`src/rtl/core/ose_pkg.sv`:
```
// shared types, codes and sizes for the operand stack engine
`default_nettype none

package ose_pkg;

  // default build sizes
  localparam int unsigned DEPTH_DEF = 64;
  localparam int unsigned WIDTH_DEF = 32;

  // fixed field widths of the item ports
  localparam int unsigned KIND_W   = 3;
  localparam int unsigned VALUE_W  = 32;
  localparam int unsigned OFF_W    = 6;
  localparam int unsigned STATUS_W = 2;
  localparam int unsigned CNT_W    = 7;

  // operation codes carried by the kind field
  typedef enum logic [KIND_W-1:0] {
    OP_PUSH  = 3'd0,
    OP_POP   = 3'd1,
    OP_DUP   = 3'd2,
    OP_SWAP  = 3'd3,
    OP_ROT   = 3'd4,
    OP_PEEK  = 3'd5,
    OP_CLEAR = 3'd6
  } op_e;

  // result status codes
  typedef enum logic [STATUS_W-1:0] {
    ST_OK    = 2'd0,
    ST_UNDER = 2'd1,
    ST_OVER  = 2'd2
  } status_e;

  // sequencer states
  typedef enum logic [3:0] {
    S_IDLE,
    S_RD_A,
    S_RD_B,
    S_RD_C,
    S_WAIT,
    S_WR_N,
    S_WR_A,
    S_WR_B,
    S_WR_C,
    S_DONE
  } state_e;

  // stack slot addressed by a memory access, counted down from the fill count
  typedef enum logic [2:0] {
    SLOT_PEEK,
    SLOT_FREE,
    SLOT_1,
    SLOT_2,
    SLOT_3
  } slot_e;

  // holding register selection
  typedef enum logic [1:0] {
    REG_A,
    REG_B,
    REG_C
  } reg_sel_e;

  // write data source
  typedef enum logic [1:0] {
    WSRC_VAL,
    WSRC_A,
    WSRC_B,
    WSRC_C
  } wsrc_e;

  // commands from the controller to the datapath
  typedef struct packed {
    logic     load;
    logic     rd;
    reg_sel_e rd_tag;
    logic     wr;
    slot_e    slot;
    wsrc_e    wsrc;
    logic     finish;
  } cmd_t;

  // status from the datapath to the controller
  typedef struct packed {
    logic [KIND_W-1:0] in_kind;
    logic              in_err;
    logic [KIND_W-1:0] cur_kind;
    logic              out_free;
  } stat_t;

endpackage

`default_nettype wire

```
`src/rtl/core/ose_ram.sv`:
```
// generic single-port ram with registered read
`default_nettype none

module ose_ram #(
  parameter int unsigned W = 32,
  parameter int unsigned D = 64
) (
  input  wire logic                 clk_i,
  input  wire logic                 we_i,
  input  wire logic                 re_i,
  input  wire logic [$clog2(D)-1:0] addr_i,
  input  wire logic [W-1:0]         wdata_i,
  output logic      [W-1:0]         rdata_o
);

  logic [W-1:0] mem_q [D];
  logic [W-1:0] rdata_q;

  // one access per cycle
  always_ff @(posedge clk_i) begin
    if (we_i) begin
      mem_q[addr_i] <= wdata_i;
    end else if (re_i) begin
      rdata_q <= mem_q[addr_i];
    end
  end

  assign rdata_o = rdata_q;

endmodule

`default_nettype wire

```
`src/rtl/core/ose_ctrl.sv`:
```
// sequencer for the stack memory accesses of one operation
`default_nettype none

module ose_ctrl (
  input  wire logic          clk_i,
  input  wire logic          rst_ni,
  input  wire logic          in_valid_i,
  output logic               in_ready_o,
  input  wire ose_pkg::stat_t stat_i,
  output ose_pkg::cmd_t      cmd_o
);

  import ose_pkg::*;

  state_e state_q, state_d;

  // state register
  always_ff @(posedge clk_i or negedge rst_ni) begin
    if (!rst_ni) begin
      state_q <= S_IDLE;
    end else begin
      state_q <= state_d;
    end
  end

  // next state
  always_comb begin
    state_d = state_q;
    case (state_q)
      S_IDLE: begin
        if (in_valid_i) begin
          if (stat_i.in_err) begin
            state_d = S_DONE;
          end else if (stat_i.in_kind == OP_PUSH) begin
            state_d = S_WR_N;
          end else if (stat_i.in_kind inside {OP_POP, OP_PEEK, OP_DUP, OP_SWAP, OP_ROT}) begin
            state_d = S_RD_A;
          end else begin
            state_d = S_DONE;
          end
        end
      end
      S_RD_A: begin
        if (stat_i.cur_kind inside {OP_SWAP, OP_ROT}) begin
          state_d = S_RD_B;
        end else begin
          state_d = S_WAIT;
        end
      end
      S_RD_B: begin
        if (stat_i.cur_kind == OP_ROT) begin
          state_d = S_RD_C;
        end else begin
          state_d = S_WAIT;
        end
      end
      S_RD_C: state_d = S_WAIT;
      S_WAIT: begin
        if (stat_i.cur_kind == OP_DUP) begin
          state_d = S_WR_N;
        end else if (stat_i.cur_kind inside {OP_SWAP, OP_ROT}) begin
          state_d = S_WR_A;
        end else begin
          state_d = S_DONE;
        end
      end
      S_WR_N: state_d = S_DONE;
      S_WR_A: state_d = S_WR_B;
      S_WR_B: begin
        if (stat_i.cur_kind == OP_ROT) begin
          state_d = S_WR_C;
        end else begin
          state_d = S_DONE;
        end
      end
      S_WR_C: state_d = S_DONE;
      S_DONE: begin
        if (stat_i.out_free) begin
          state_d = S_IDLE;
        end
      end
      default: state_d = S_IDLE;
    endcase
  end

  // command outputs
  always_comb begin
    cmd_o        = '0;
    cmd_o.rd_tag = REG_A;
    cmd_o.slot   = SLOT_PEEK;
    cmd_o.wsrc   = WSRC_VAL;
    in_ready_o   = 1'b0;
    case (state_q)
      S_IDLE: begin
        in_ready_o = 1'b1;
        cmd_o.load = in_valid_i;
      end
      S_RD_A: begin
        // peek reads at its offset, every other operation reads the top
        cmd_o.rd     = 1'b1;
        cmd_o.rd_tag = REG_A;
        cmd_o.slot   = (stat_i.cur_kind == OP_PEEK) ? SLOT_PEEK : SLOT_1;
      end
      S_RD_B: begin
        cmd_o.rd     = 1'b1;
        cmd_o.rd_tag = REG_B;
        cmd_o.slot   = SLOT_2;
      end
      S_RD_C: begin
        cmd_o.rd     = 1'b1;
        cmd_o.rd_tag = REG_C;
        cmd_o.slot   = SLOT_3;
      end
      S_WR_N: begin
        cmd_o.wr   = 1'b1;
        cmd_o.slot = SLOT_FREE;
        cmd_o.wsrc = (stat_i.cur_kind == OP_PUSH) ? WSRC_VAL : WSRC_A;
      end
      S_WR_A: begin
        cmd_o.wr   = 1'b1;
        cmd_o.slot = SLOT_1;
        cmd_o.wsrc = (stat_i.cur_kind == OP_ROT) ? WSRC_C : WSRC_B;
      end
      S_WR_B: begin
        cmd_o.wr   = 1'b1;
        cmd_o.slot = SLOT_2;
        cmd_o.wsrc = WSRC_A;
      end
      S_WR_C: begin
        cmd_o.wr   = 1'b1;
        cmd_o.slot = SLOT_3;
        cmd_o.wsrc = WSRC_B;
      end
      S_DONE: cmd_o.finish = stat_i.out_free;
      default: ;
    endcase
  end

  // single memory port: never a read and a write together
  assert property (@(posedge clk_i) disable iff (!rst_ni) !(cmd_o.rd && cmd_o.wr))
    else $error("read and write issued in the same cycle");

  // an accepted item always leaves idle
  assert property (@(posedge clk_i) disable iff (!rst_ni) cmd_o.load |=> state_q != S_IDLE)
    else $error("accepted transfer did not start a sequence");

  // a write sequence ends with completion
  assert property (@(posedge clk_i) disable iff (!rst_ni)
    (state_q == S_WR_N || state_q == S_WR_C) |=> state_q == S_DONE)
    else $error("last write not followed by completion");

endmodule

`default_nettype wire

```
`src/rtl/core/ose_dp.sv`:
```
// datapath: fill count, holding registers, stack memory and result register
`default_nettype none

module ose_dp #(
  parameter int unsigned DEPTH = ose_pkg::DEPTH_DEF,
  parameter int unsigned WIDTH = ose_pkg::WIDTH_DEF
) (
  input  wire logic                           clk_i,
  input  wire logic                           rst_ni,
  input  wire ose_pkg::cmd_t                  cmd_i,
  output ose_pkg::stat_t                      stat_o,
  input  wire logic [ose_pkg::KIND_W-1:0]     kind_i,
  input  wire logic [ose_pkg::VALUE_W-1:0]    push_value_i,
  input  wire logic [ose_pkg::OFF_W-1:0]      depth_offset_i,
  output logic                                out_valid_o,
  input  wire logic                           out_ready_i,
  output logic      [ose_pkg::VALUE_W-1:0]    read_value_o,
  output logic      [ose_pkg::STATUS_W-1:0]   status_o,
  output logic      [ose_pkg::CNT_W-1:0]      item_count_o
);

  import ose_pkg::*;

  localparam int unsigned AW = $clog2(DEPTH);
  localparam int unsigned CW = $clog2(DEPTH + 1);
  localparam int unsigned SW = (CW > OFF_W) ? CW : OFF_W;

  logic [CW-1:0]       count_q, count_d;
  logic [KIND_W-1:0]   kind_q;
  logic [WIDTH-1:0]    val_q;
  logic [OFF_W-1:0]    off_q;
  status_e             status_q, in_status;
  logic [WIDTH-1:0]    a_q, b_q, c_q;
  logic                pend_q;
  reg_sel_e            pend_tag_q;
  logic                out_valid_q;
  logic [VALUE_W-1:0]  read_value_q, read_value_d;
  logic [STATUS_W-1:0] status_out_q;
  logic [CNT_W-1:0]    item_count_q;
  logic                full;
  logic [AW-1:0]       n_a, addr;
  logic [WIDTH-1:0]    wdata, rdata;
  logic [63:0]         a_ext;

  // status of the offered item against the current fill
  assign full = (count_q == CW'(DEPTH));
  always_comb begin
    in_status = ST_OK;
    case (kind_i)
      OP_PUSH:  if (full) in_status = ST_OVER;
      OP_POP:   if (count_q == '0) in_status = ST_UNDER;
      OP_DUP: begin
        if (count_q == '0) begin
          in_status = ST_UNDER;
        end else if (full) begin
          in_status = ST_OVER;
        end
      end
      OP_SWAP:  if (count_q < CW'(2)) in_status = ST_UNDER;
      OP_ROT:   if (count_q < CW'(3)) in_status = ST_UNDER;
      OP_PEEK:  if (SW'(depth_offset_i) >= SW'(count_q)) in_status = ST_UNDER;
      default:  in_status = ST_OK;
    endcase
  end

  assign stat_o.in_kind  = kind_i;
  assign stat_o.in_err   = (in_status != ST_OK);
  assign stat_o.cur_kind = kind_q;
  assign stat_o.out_free = !out_valid_q || out_ready_i;

  // operand capture on transfer
  always_ff @(posedge clk_i) begin
    if (cmd_i.load) begin
      kind_q   <= kind_i;
      val_q    <= WIDTH'(push_value_i);
      off_q    <= depth_offset_i;
      status_q <= in_status;
    end
  end

  // memory address and write data
  assign n_a = AW'(count_q);
  always_comb begin
    case (cmd_i.slot)
      SLOT_PEEK: addr = n_a - AW'(1) - AW'(off_q);
      SLOT_FREE: addr = n_a;
      SLOT_1:    addr = n_a - AW'(1);
      SLOT_2:    addr = n_a - AW'(2);
      SLOT_3:    addr = n_a - AW'(3);
      default:   addr = n_a;
    endcase
  end

  always_comb begin
    case (cmd_i.wsrc)
      WSRC_VAL: wdata = val_q;
      WSRC_A:   wdata = a_q;
      WSRC_B:   wdata = b_q;
      WSRC_C:   wdata = c_q;
      default:  wdata = val_q;
    endcase
  end

  ose_ram #(
    .W (WIDTH),
    .D (DEPTH)
  ) u_ram (
    .clk_i   (clk_i),
    .we_i    (cmd_i.wr),
    .re_i    (cmd_i.rd),
    .addr_i  (addr),
    .wdata_i (wdata),
    .rdata_o (rdata)
  );

  // pending read tracking, read data arrives in the cycle after the read
  always_ff @(posedge clk_i or negedge rst_ni) begin
    if (!rst_ni) begin
      pend_q     <= 1'b0;
      pend_tag_q <= REG_A;
    end else begin
      pend_q     <= cmd_i.rd;
      pend_tag_q <= cmd_i.rd_tag;
    end
  end

  always_ff @(posedge clk_i) begin
    if (pend_q) begin
      case (pend_tag_q)
        REG_A:   a_q <= rdata;
        REG_B:   b_q <= rdata;
        REG_C:   c_q <= rdata;
        default: a_q <= rdata;
      endcase
    end
  end

  // fill count after the operation
  always_comb begin
    count_d = count_q;
    if (status_q == ST_OK) begin
      case (kind_q)
        OP_PUSH:  count_d = count_q + CW'(1);
        OP_DUP:   count_d = count_q + CW'(1);
        OP_POP:   count_d = count_q - CW'(1);
        OP_CLEAR: count_d = '0;
        default:  count_d = count_q;
      endcase
    end
  end

  always_ff @(posedge clk_i or negedge rst_ni) begin
    if (!rst_ni) begin
      count_q <= '0;
    end else if (cmd_i.finish) begin
      count_q <= count_d;
    end
  end

  // returned value: only pop and peek give one
  assign a_ext = 64'(a_q);
  always_comb begin
    read_value_d = '0;
    if (status_q == ST_OK && (kind_q == OP_POP || kind_q == OP_PEEK)) begin
      read_value_d = a_ext[VALUE_W-1:0];
    end
  end

  // result register
  always_ff @(posedge clk_i or negedge rst_ni) begin
    if (!rst_ni) begin
      out_valid_q <= 1'b0;
    end else if (cmd_i.finish) begin
      out_valid_q <= 1'b1;
    end else if (out_ready_i) begin
      out_valid_q <= 1'b0;
    end
  end

  always_ff @(posedge clk_i) begin
    if (cmd_i.finish) begin
      read_value_q <= read_value_d;
      status_out_q <= status_q;
      item_count_q <= CNT_W'(count_d);
    end
  end

  assign out_valid_o  = out_valid_q;
  assign read_value_o = read_value_q;
  assign status_o     = status_out_q;
  assign item_count_o = item_count_q;

  // fill never exceeds the built depth
  assert property (@(posedge clk_i) disable iff (!rst_ni) count_q <= CW'(DEPTH))
    else $error("fill count beyond depth");

  // the free slot is written only when there is room
  assert property (@(posedge clk_i) disable iff (!rst_ni)
    (cmd_i.wr && cmd_i.slot == SLOT_FREE) |-> !full)
    else $error("write past the top of a full stack");

  // a failed operation leaves the fill count alone
  assert property (@(posedge clk_i) disable iff (!rst_ni)
    (cmd_i.finish && status_q != ST_OK) |=> count_q == $past(count_q))
    else $error("fill count changed on an error");

  // completion never overwrites an untaken result
  assert property (@(posedge clk_i) disable iff (!rst_ni)
    cmd_i.finish |-> (!out_valid_q || out_ready_i))
    else $error("result overwritten before transfer");

endmodule

`default_nettype wire

```
`src/rtl/core/operand_stack_engine_core.sv`:
```
// top level of the operand stack engine
`default_nettype none

// Bounded LIFO operand stack of DEPTH entries, WIDTH bits each, held in a
// single-port memory with registered read. One operation is taken at a time;
// its result waits in an output register so the next operation may be taken
// while that result is still unclaimed. On the one memory port, push writes
// the free slot; pop and peek read one entry; dup reads the top and writes it
// to the free slot; swap and rot read and write two and three entries; clear
// and any failing operation make no access. Errors (underflow, overflow)
// leave the stack untouched. item_count shows the low 7 bits of the fill count.
module operand_stack_engine_core #(
  parameter int unsigned DEPTH = ose_pkg::DEPTH_DEF,
  parameter int unsigned WIDTH = ose_pkg::WIDTH_DEF
) (
  input  wire logic                         clk_i,
  input  wire logic                         rst_ni,
  input  wire logic                         in_valid_i,
  output logic                              in_ready_o,
  input  wire logic [ose_pkg::KIND_W-1:0]   kind_i,
  input  wire logic [ose_pkg::VALUE_W-1:0]  push_value_i,
  input  wire logic [ose_pkg::OFF_W-1:0]    depth_offset_i,
  output logic                              out_valid_o,
  input  wire logic                         out_ready_i,
  output logic      [ose_pkg::VALUE_W-1:0]  read_value_o,
  output logic      [ose_pkg::STATUS_W-1:0] status_o,
  output logic      [ose_pkg::CNT_W-1:0]    item_count_o
);

  import ose_pkg::*;

  cmd_t  cmd;
  stat_t stat;

  // sequencer
  ose_ctrl u_ctrl (
    .clk_i      (clk_i),
    .rst_ni     (rst_ni),
    .in_valid_i (in_valid_i),
    .in_ready_o (in_ready_o),
    .stat_i     (stat),
    .cmd_o      (cmd)
  );

  // storage and result path
  ose_dp #(
    .DEPTH (DEPTH),
    .WIDTH (WIDTH)
  ) u_dp (
    .clk_i          (clk_i),
    .rst_ni         (rst_ni),
    .cmd_i          (cmd),
    .stat_o         (stat),
    .kind_i         (kind_i),
    .push_value_i   (push_value_i),
    .depth_offset_i (depth_offset_i),
    .out_valid_o    (out_valid_o),
    .out_ready_i    (out_ready_i),
    .read_value_o   (read_value_o),
    .status_o       (status_o),
    .item_count_o   (item_count_o)
  );

endmodule

`default_nettype wire

```
`config.mk`:
```
export PLATFORM = sky130hd
export DESIGN_NAME = operand_stack_engine_core
export DESIGN_NICKNAME = d
export VERILOG_FILES = /design/src/rtl/core/ose_pkg.sv /design/src/rtl/core/ose_ram.sv /design/src/rtl/core/ose_ctrl.sv /design/src/rtl/core/ose_dp.sv /design/src/rtl/core/operand_stack_engine_core.sv
export SDC_FILE = /design/constraint.sdc
export NUM_CORES = 2
export LEC_CHECK = 0
export BUFFER_PORTS_ARGS = -buffer_cell sky130_fd_sc_hd__buf_2
export CAP_MARGIN = 20
export CORE_MARGIN = 1.5
export CORE_UTILIZATION = 55
export CTS_CLUSTER_SIZE = 24
export DETAILED_ROUTE_END_ITERATION = 12
export GPL_TIMING_DRIVEN = 1
export PLACE_DENSITY_LB_ADDON = 0.05
export SLEW_MARGIN = 40
export SYNTH_ARGS = -nofsm -noshare
export SYNTH_HDL_FRONTEND = slang
export SYNTH_SLANG_ARGS = --single-unit
```
`constraint.sdc`:
```
create_clock -name clk_i -period 10.8 [get_ports clk_i]
set_clock_uncertainty 0.2 [all_clocks]
set_input_delay 1.62 -clock clk_i [delete_from_list [all_inputs] [get_ports clk_i]]
set_output_delay 1.62 -clock clk_i [all_outputs]
set_load 0.03 [all_outputs]
```
==> results.toml <==
[outcome]
status = "completed"

[final_layout]
final_layout_size_suffix_gt1_share_pct = 13.0
final.fill_count = 11300
layout.nets = 5751
fin_cells = 7959
multi_input_area_mm2 = 0.0196
final_area_mm2 = 0.101
syn_to_final_growth_pct = 14.4
seq_area_mm2 = 0.0682

[timing]
min_period_ps = 5880
setup_tns_ps = 0
hold_violations = 0
maxSlewViolCount = 0
fmax_mhz = 170
worst_slew_pin_slew_ps = 1040
relSlewSlack_pct = 30.9
setup_viol_count_final = 0
finalCritPeriodShare_pct = 54.5
grt_setup_unrepaired = "no"

[global_route]
grtUsageTotal_pct = 31.6
grt_max_degree = 141
grt_pass1_vias = 47700
antenna_found_initial = 20
grt_overflow = 0
grt_pass1_wl_um = 362000

[floorplan]
dieHeight_um = 404
fp-row-count = 146
core-area_mm2 = 0.159
die_x_um = 404
die_area_mm2 = 0.163
initial_core_util_pct = 55.6
io_pins = 88

[synth]
synth_top_area_share_pct = 76.8
synth-main-ff-cell = "edfxtp_1"
synthArstFlopShare_pct = 0.659
yosys-top-cells-area = "edfxtp_1 (77%), mux2i_1 (5.8%), a32oi_1 (5.1%)"
ys_seq_elements = 2275
synth-seq-area-share_pct = 77.3
syn_area_mm2 = 0.0883
ys_types = 72
syn_area_per_cell_um2 = 16.0
syn-num-nets = 5589
synth_edf_count = 2260
synth.largest_area_cell = "edfxtp_1"
yosysWarnings = 0
syn_inst = 5519

[placed_design]
dp.cells = 7524
portBuffers = 87
gp_congestion = 0.868
hpwl_um = 152000
place_area_mm2 = 0.0937

[detailed_routing]
dr.pass1.iters = 6
vias = 51700
wl_um = 259000
antenna_left = 0
drc = 0
via_per_inst = 6.49
wire_per_inst_um = 32.5
dr.first_iter.drc_count = 7210

[worst_setup_path]
worstPathArrival_ps = 6220
path_class = "flip-flop to flip-flop"
crit_path_start_kind = "flip-flop"
cp.required_ps = 11140
cp_max_fo = 51
endpoint_kind = "flip-flop"

[clocking]
holdBufCountCts = 0
cts_buffers = 223
cts_tree = "built"
htree_levels = 4
ctsResizeCount = 0
clock_path_buffers = 3
cts_root_buf = "clkbuf_16"
clk_pin_slew_ps = 70
cts_setup_buffers = 0
clk_latency_ps = 840
clkSinkCount = 2275

[worst_hold_path]
hold_class = "flip-flop to flip-flop"

[flow_run]
drv_cap = 0
## worst max-delay path, cell delays in order (launching register included)
cell	delay, ps
dfrtp_1	610
inv_1	190
ha_1	350
inv_1	110
fa_1	410
xor2_1	210
o2111ai_1	170
o221ai_2	140
a211oi_4	140
buf_4	250
nor2_4	100
buf_4	500
buf_4	680
a32oi_1	330
and3_1	320
a31oi_1	640
nand4_1	140
## cells in the final DEF (no fill, tap or decap), types with 12 or more instances in the layout
master / synthesis / final
nor2_1: 159 / 75
and2_1: 42 / 40
nor2_4: 2 / 87
buf_12: 0 / 16
a21oi_1: 74 / 59
buf_2: 130 / 87
clkinv_2: 0 / 49
a21oi_4: 0 / 15
buf_6: 0 / 27
inv_1: 19 / 18
diode_2: 0 / 16
ha_1: 23 / 23
and3_1: 132 / 131
a31oi_2: 0 / 16
o21ai_0: 19 / 19
mux2i_1: 514 / 514
nand2_1: 1054 / 1049
xnor2_1: 12 / 12
a21o_1: 12 / 12
buf_8: 0 / 52
a32oi_1: 514 / 514
a31oi_1: 130 / 114
buf_16: 0 / 39
clkbuf_16: 0 / 228
clkinv_1: 0 / 59
dfrtp_1: 15 / 13
bufinv_16: 0 / 21
o22ai_1: 33 / 33
clkbuf_1: 188 / 41
edfxtp_1: 2260 / 2260
nand4_1: 32 / 32
buf_4: 11 / 63
## metal layers
metal / wire (um) / vias up / track usage [%]
li1: - / 22000 / -
met2: 116000 / 2861 / 46.5
met5: 70 / - / 0
met1: 105000 / 26400 / 45.9
met4: 10900 / 12 / 12.3
met3: 26900 / 431 / 7.26
## Yosys cell counts (11+ instances only)
| library cell | instances |
|---|---|
| buf_1 | 18 |
| ha_1 | 23 |
| nand2_1 | 1054 |
| and2_1 | 42 |
| nand4_1 | 32 |
| mux2i_1 | 514 |
| buf_2 | 130 |
| a31oi_1 | 130 |
| o22ai_1 | 33 |
| a21oi_1 | 74 |
| buf_4 | 11 |
| o21ai_0 | 19 |
| and3_1 | 132 |
| edfxtp_1 | 2260 |
| clkbuf_1 | 188 |
| nor2_1 | 159 |
| xnor2_1 | 12 |
| a21o_1 | 12 |
| nand2b_1 | 12 |
| nand3_1 | 11 |
| a32oi_1 | 514 |
| dfrtp_1 | 15 |
| inv_1 | 19 |
## through the flow
stage          hold slack (ps)  setup WS [ps]  util, %
2_1_floorplan              240           5670        -
3_3_place_gp               336           4660     57.7
3_5_place_dp               342           4860     59.0
4_1_cts                    356           4820     63.5
5_1_grt                    372           4710     63.6
6_report                   352           4920     63.6
## cell type report
cell class	instances	area share [%]
diodes	16	0.0396
clock buffers	269	5.80
clock inverters	146	1.30
inverters	20	0.0768
multi-input cells	2877	19.4
flip-flops and latches	2275	67.5
well taps	2072	2.56
repair buffers	284	3.35
## cells by family after synthesis
family | Yosys count | share of synthesized area (%)
AO/OA/AOI/OAI | 821 | 7.29
multiplexers | 516 | 5.85
XOR/XNOR | 19 | 0.204
AND/OR/NAND/NOR | 1496 | 7.23
buffers and inverters | 367 | 1.79
adder cells (fa/ha/maj) | 25 | 0.371
flip-flops | 2275 | 77.3
## state kept, by name, summed over array words and instances (netlist names)
signal,flops
u_dp.status_q,2
u_dp.pend_q,1
u_dp.read_value_o,32
u_dp.a_q,32
u_dp.item_count_o,7
u_dp.status_o,2
u_dp.count_q,7
u_dp.val_q,32
u_dp.u_ram.rdata_o,32
u_dp.kind_q,3
u_ctrl.state_q,4
u_dp.b_q,32
u_dp.off_q,6
u_dp.u_ram.mem_q,2048
u_dp.pend_tag_q,2
u_dp.out_valid_o,1
u_dp.c_q,32
## path summary, 6_finish.rpt
path / from / endpoint / slack [ps] / cells after the start
worst max-delay path: u_dp.count_q[1] / u_dp.u_ram.rdata_o[29] / 4920 / 16
worst min-delay path: u_dp.a_q[13] / u_dp.read_value_o[13] / 350 / 1
worst max register to register: u_dp.count_q[1] / u_dp.u_ram.rdata_o[29] / 4920 / 16
worst min register to register: u_dp.a_q[13] / u_dp.read_value_o[13] / 350 / 1
max in group asynchronous: rst_ni / u_ctrl.state_q[0] / 9560 / 1
min in group asynchronous: rst_ni / u_dp.count_q[0] / 510 / 1
Power is not shown: default switching activity piles up to over one toggle a cycle in this logic, so the estimate is an artifact.
